$ cat src/rtl/ipsbf_pkg.sv
// Shared types and constants of the IPv4 source blocklist filter.
// No dependencies; every module of the block imports this package.
package ipsbf_pkg;

   localparam int EXACT_ENTRIES = 4096;
   localparam int EXACT_IDX_W   = $clog2(EXACT_ENTRIES);
   localparam int EXACT_CNT_W   = $clog2(EXACT_ENTRIES + 1);
   localparam int CIDR_ENTRIES  = 1024;
   localparam int CIDR_IDX_W    = $clog2(CIDR_ENTRIES);
   localparam int CIDR_PTR_W    = CIDR_IDX_W + 1;
   localparam int CIDR_SKIP     = 64;

   localparam logic [15:0] ETH_IPV4 = 16'h0800;
   localparam logic [15:0] ETH_IPV6 = 16'h86DD;
   localparam logic [15:0] MIN_ETH_LEN  = 16'd14;
   localparam logic [15:0] MIN_IPV4_LEN = 16'd34;

   // Command codes.
   localparam logic [2:0] CMD_CLASSIFY = 3'd0;
   localparam logic [2:0] CMD_ADD      = 3'd1;
   localparam logic [2:0] CMD_REMOVE   = 3'd2;
   localparam logic [2:0] CMD_CIDR_WR  = 3'd3;
   localparam logic [2:0] CMD_READ     = 3'd4;

   // Categories.
   localparam logic [2:0] CAT_ALLOWED = 3'd0;
   localparam logic [2:0] CAT_EXACT   = 3'd1;
   localparam logic [2:0] CAT_CIDR    = 3'd2;
   localparam logic [2:0] CAT_IPV6    = 3'd3;
   localparam logic [2:0] CAT_NONIP   = 3'd4;
   localparam logic [2:0] CAT_COMMAND = 3'd5;

   // Status codes.
   localparam logic [1:0] ST_OK        = 2'd0;
   localparam logic [1:0] ST_FULL      = 2'd1;
   localparam logic [1:0] ST_NOT_FOUND = 2'd2;

   // Reasons.
   localparam logic [1:0] RSN_SQL  = 2'd1;
   localparam logic [1:0] RSN_RATE = 2'd2;

   // Counter indexes.
   localparam int CNT_TOTAL   = 0;
   localparam int CNT_BLOCKED = 1;
   localparam int CNT_ALLOWED = 2;
   localparam int CNT_IPV6    = 3;
   localparam int CNT_NONIP   = 4;
   localparam int CNT_SQL     = 5;
   localparam int CNT_RATE    = 6;
   localparam int CNT_MANUAL  = 7;
   localparam int NUM_COUNTERS = 8;

   // Work kinds decided by the front end.
   localparam logic [2:0] K_CLASSIFY = 3'd0;
   localparam logic [2:0] K_IPV6     = 3'd1;
   localparam logic [2:0] K_NONIP    = 3'd2;
   localparam logic [2:0] K_ADD      = 3'd3;
   localparam logic [2:0] K_REMOVE   = 3'd4;
   localparam logic [2:0] K_CIDR_WR  = 3'd5;
   localparam logic [2:0] K_READ     = 3'd6;
   localparam logic [2:0] K_NOP      = 3'd7;

   typedef struct packed {
      logic [2:0]  kind;
      logic [31:0] addr;
      logic [31:0] mask;
      logic [1:0]  reason;
      logic [9:0]  slot;
      logic [2:0]  cidx;
   } item_type;

endpackage

$ cat src/rtl/ipsbf_front.sv
// Front end: accepts request words, classifies them by command and header,
// and holds them in a two-entry queue. Depends on ipsbf_pkg.
module ipsbf_front import ipsbf_pkg::*; (
   input  logic          clock,
   input  logic          reset,
   input  logic          req_tvalid,
   output logic          req_tready,
   input  logic [119:0]  req_tdata,
   output logic          item_valid,
   output item_type      item,
   input  logic          item_pop
);

   logic [2:0]  cmd;
   logic [15:0] flen;
   logic [15:0] etype;
   item_type    dec;

   item_type    q_ff [2];
   logic        wp_ff, wp_in, rp_ff, rp_in;
   logic [1:0]  cnt_ff, cnt_in;
   logic        push;

   assign cmd   = req_tdata[2:0];
   assign flen  = req_tdata[18:3];
   assign etype = req_tdata[34:19];

   always_comb begin
      dec.addr   = req_tdata[66:35];
      dec.mask   = req_tdata[98:67];
      dec.reason = req_tdata[100:99];
      dec.slot   = req_tdata[110:101];
      dec.cidx   = req_tdata[113:111];
      unique case (cmd)
         CMD_CLASSIFY: begin
            if (flen < MIN_ETH_LEN) dec.kind = K_NONIP;
            else if (etype == ETH_IPV4) dec.kind = (flen < MIN_IPV4_LEN) ? K_NONIP : K_CLASSIFY;
            else if (etype == ETH_IPV6) dec.kind = K_IPV6;
            else dec.kind = K_NONIP;
         end
         CMD_ADD:     dec.kind = K_ADD;
         CMD_REMOVE:  dec.kind = K_REMOVE;
         CMD_CIDR_WR: dec.kind = K_CIDR_WR;
         CMD_READ:    dec.kind = K_READ;
         default:     dec.kind = K_NOP;
      endcase
   end

   assign req_tready = (cnt_ff != 2'd2);
   assign push       = req_tvalid && req_tready;
   assign item_valid = (cnt_ff != 2'd0);
   assign item       = q_ff[rp_ff];

   always_comb begin
      wp_in  = wp_ff ^ push;
      rp_in  = rp_ff ^ item_pop;
      cnt_in = cnt_ff + {1'b0, push} - {1'b0, item_pop};
   end

   always_ff @(posedge clock) begin
      if (reset) begin
         wp_ff  <= 1'b0;
         rp_ff  <= 1'b0;
         cnt_ff <= 2'd0;
      end else begin
         wp_ff  <= wp_in;
         rp_ff  <= rp_in;
         cnt_ff <= cnt_in;
      end
   end

   always_ff @(posedge clock) begin
      if (push) q_ff[wp_ff] <= dec;
   end

endmodule

$ cat config.mk
export PLATFORM = sky130hd
export DESIGN_NAME = ipsbf_front
export DESIGN_NICKNAME = d
export VERILOG_FILES = /design/src/rtl/ipsbf_pkg.sv /design/src/rtl/ipsbf_front.sv
export SDC_FILE = /design/constraint.sdc
export NUM_CORES = 1
export LEC_CHECK = 0
export ABC_AREA = 1
export BUFFER_PORTS_ARGS = -buffer_cell sky130_fd_sc_hd__buf_2
export CAP_MARGIN = 20
export CORE_MARGIN = 4
export CORE_UTILIZATION = 51
export DETAILED_ROUTE_END_ITERATION = 7
export PLACE_DENSITY = 0.86
export SLEW_MARGIN = 5
export SYNTH_ARGS = -nofsm -noshare
export SYNTH_HDL_FRONTEND = slang
export SYNTH_SLANG_ARGS = --single-unit
$ cat constraint.sdc
create_clock -name clock -period 3.4 [get_ports clock]
set_clock_uncertainty 0.1 [all_clocks]
set_input_delay 0.34 -clock clock [delete_from_list [all_inputs] [get_ports clock]]
set_output_delay 0.34 -clock clock [all_outputs]
set_load 0.01 [all_outputs]
==> results.json <==
{
  "hold_viol": 0,
  "critPathLaunchType": "flip-flop",
  "relSlewSlack_pct": 65.3,
  "antenna_found_initial": 0,
  "p_leak_uw": 0.00365,
  "core_mm2": 0.0128,
  "viasPerCell": 4.92,
  "fin_ws_ps": 965,
  "slew_violations": 0,
  "cts.htree.levels": 4,
  "yosysWarnings": 0,
  "synth_area_mm2": 0.00680,
  "crit_type": "flip-flop to output port",
  "io_pins": 208,
  "cp_data_required_time_ps": 2960,
  "area_growth_pct": 30.5,
  "cts_root_buf": "clkbuf_16",
  "crit_arrival_ps": 2000,
  "totalWireLength_um": 13300,
  "grt_max_degree": 50,
  "seq_area_frac_synth_pct": 73.6,
  "diodes": 0,
  "syn_nets": 487,
  "dp_cells": 726,
  "insertion_delay_ps": 410,
  "post-cts-setup-buffers": 0,
  "cts_buffers": 17,
  "fin_crit_sh_pct": 71.6,
  "period_needed_ps": 2440,
  "rsz0062_at_grt": "false",
  "nFillCells": 849,
  "path_max_fanout": 27,
  "multi_input_area_mm2": 0.00156,
  "layout_commonest_cell": "buf_2",
  "drv_cap": 0,
  "final_cell_mix": "200 x buf_2, 164 x edfxtp_1, 70 x mux2_4",
  "drive_above_1_share_pct": 52.0,
  "tns_ps": 0,
  "tightest_slew_ps": 520,
  "seq_area_mm2": 0.00501,
  "grt_pass1_vias": 4046,
  "gp_congestion": 0.858,
  "port-buffer-count": 200,
  "netlist_instances": 359,
  "outcome": "finished, final reports clean",
  "globalRouteTotalUtil_pct": 17.3,
  "die_w_um": 123,
  "dp_hpwl_um": 9210,
  "numClockSinks": 168,
  "yosys_register_bits": 168,
  "drt_iter0_drc": 200,
  "globalRouteOverflowTotal": 0,
  "postSynthAreaPerCell_um2": 18.9,
  "drtAntennaViolNets": 0,
  "cts_tree": "yes",
  "finalNonFillerCells": 791,
  "grt_pass1_wl_um": 19500,
  "initial_core_util_pct": 53.0,
  "dieHeight_um": 123,
  "vias": 3893,
  "drc_errors": 0,
  "holdWs_ps": 17.4,
  "power.density_mw_per_mm2": 607,
  "nets": 734,
  "ir_drop_mv": 0.330,
  "min_path_type": "input pin to flip-flop",
  "pre_cts_ws_ps": 1370,
  "cts_buffer_depth": 2,
  "end_kind": "output port",
  "ys_types": 19,
  "clkSlewWorstSetupHoldPaths_ps": 70,
  "std_cell_rows": 41,
  "post_drt_wl_per_cell_um": 16.9,
  "setup_violations": 0,
  "first_pass_iters": 4,
  "max_freq_mhz": 411,
  "die-area_mm2": 0.0152
}
synthesized netlist by cell type, drive strengths merged:
library cell  instances  area share [%]
a21oi                 5            0.37
and2                  1           0.092
edfxtp              164              72
inv                  26             1.4
or2                   2            0.18
nor4                  1           0.092
xnor2                 2            0.26
dfxtp                 4             1.2
nand4                 2            0.18
nand2                28             1.5
nor2                 22             1.2
mux2                 82              17
nand3                 5            0.37
ha                    4            0.74
nor3                  2            0.15
buf                   9             2.3
worst paths after layout:
kind	from	endpoint	slack, ps	cells after the start
max reg2reg	cnt_ff[0]	q_ff[1][46]	1380	6
min reg2reg	wp_ff	wp_ff	540	3
min	req_tdata[65]	q_ff[1][77]	20	1
max	rp_ff	item[1]	960	3
per-stage QoR:
| stage | util (%) | cell area (um^2) | power [uW] |
|---|---|---|---|
| 6_report | 69.2 | 8870 | 5390 |
| 5_1_grt | 69.2 | 8870 | 5630 |
| 4_1_cts | 67.5 | 8660 | 5420 |
| 3_5_place_dp | 62.0 | 7950 | 3550 |
| 3_3_place_gp | 62.0 | 7950 | 3500 |
| 2_1_floorplan | - | 6800 | 3220 |
sequential cells by signal (all words and copies together), names as in the netlist:
name / flops
cnt_ff: 2
q_ff: 164
wp_ff: 1
rp_ff: 1
logic make-up after synthesis:
group	share of synthesized area, %
compound gates	0.368
xor+xnor	0.258
fa+ha+maj	0.736
buf+inv	3.74
flops	73.6
mux	17.4
simple gates	3.83
where the power goes:
group / leakage (uW) / switching, uW / internal [uW]
sequential: 0.00156 / 73.0 / 2550
clock: 0.000279 / 825 / 1040
combinational: 0.00181 / 442 / 454
total: 0.00365 / 1340 / 4050
layer usage:
layer / global-route usage, % / share of wire [%]
met2: 31.1 / 54
met5: 0 / 0
met3: 5.40 / 7.6
met1: 19.2 / 37
met4: 5.95 / 1.3
timing repair:
| action | in CTS | in global routing |
|---|---|---|
| hold endpoints to repair | 22 | 39 |
| endpoints found under the setup margin | 0 | 0 |
| gates resized for setup | 0 | 0 |
| hold buffers | 12 | 21 |
layout make-up:
type	instances	area share, %
repair buffers	237	15.8
clock buffers	17	4.80
multi-input cells	156	17.6
well taps	172	2.43
inverters	26	1.10
flip-flops and latches	168	56.5
clock inverters	15	1.82
critical path, cell delays in order (launching register included):
cell     delay, ps
dfxtp_4        550
buf_4          500
mux2_2         390
buf_2          140
Power figures use the tool's default switching activity.
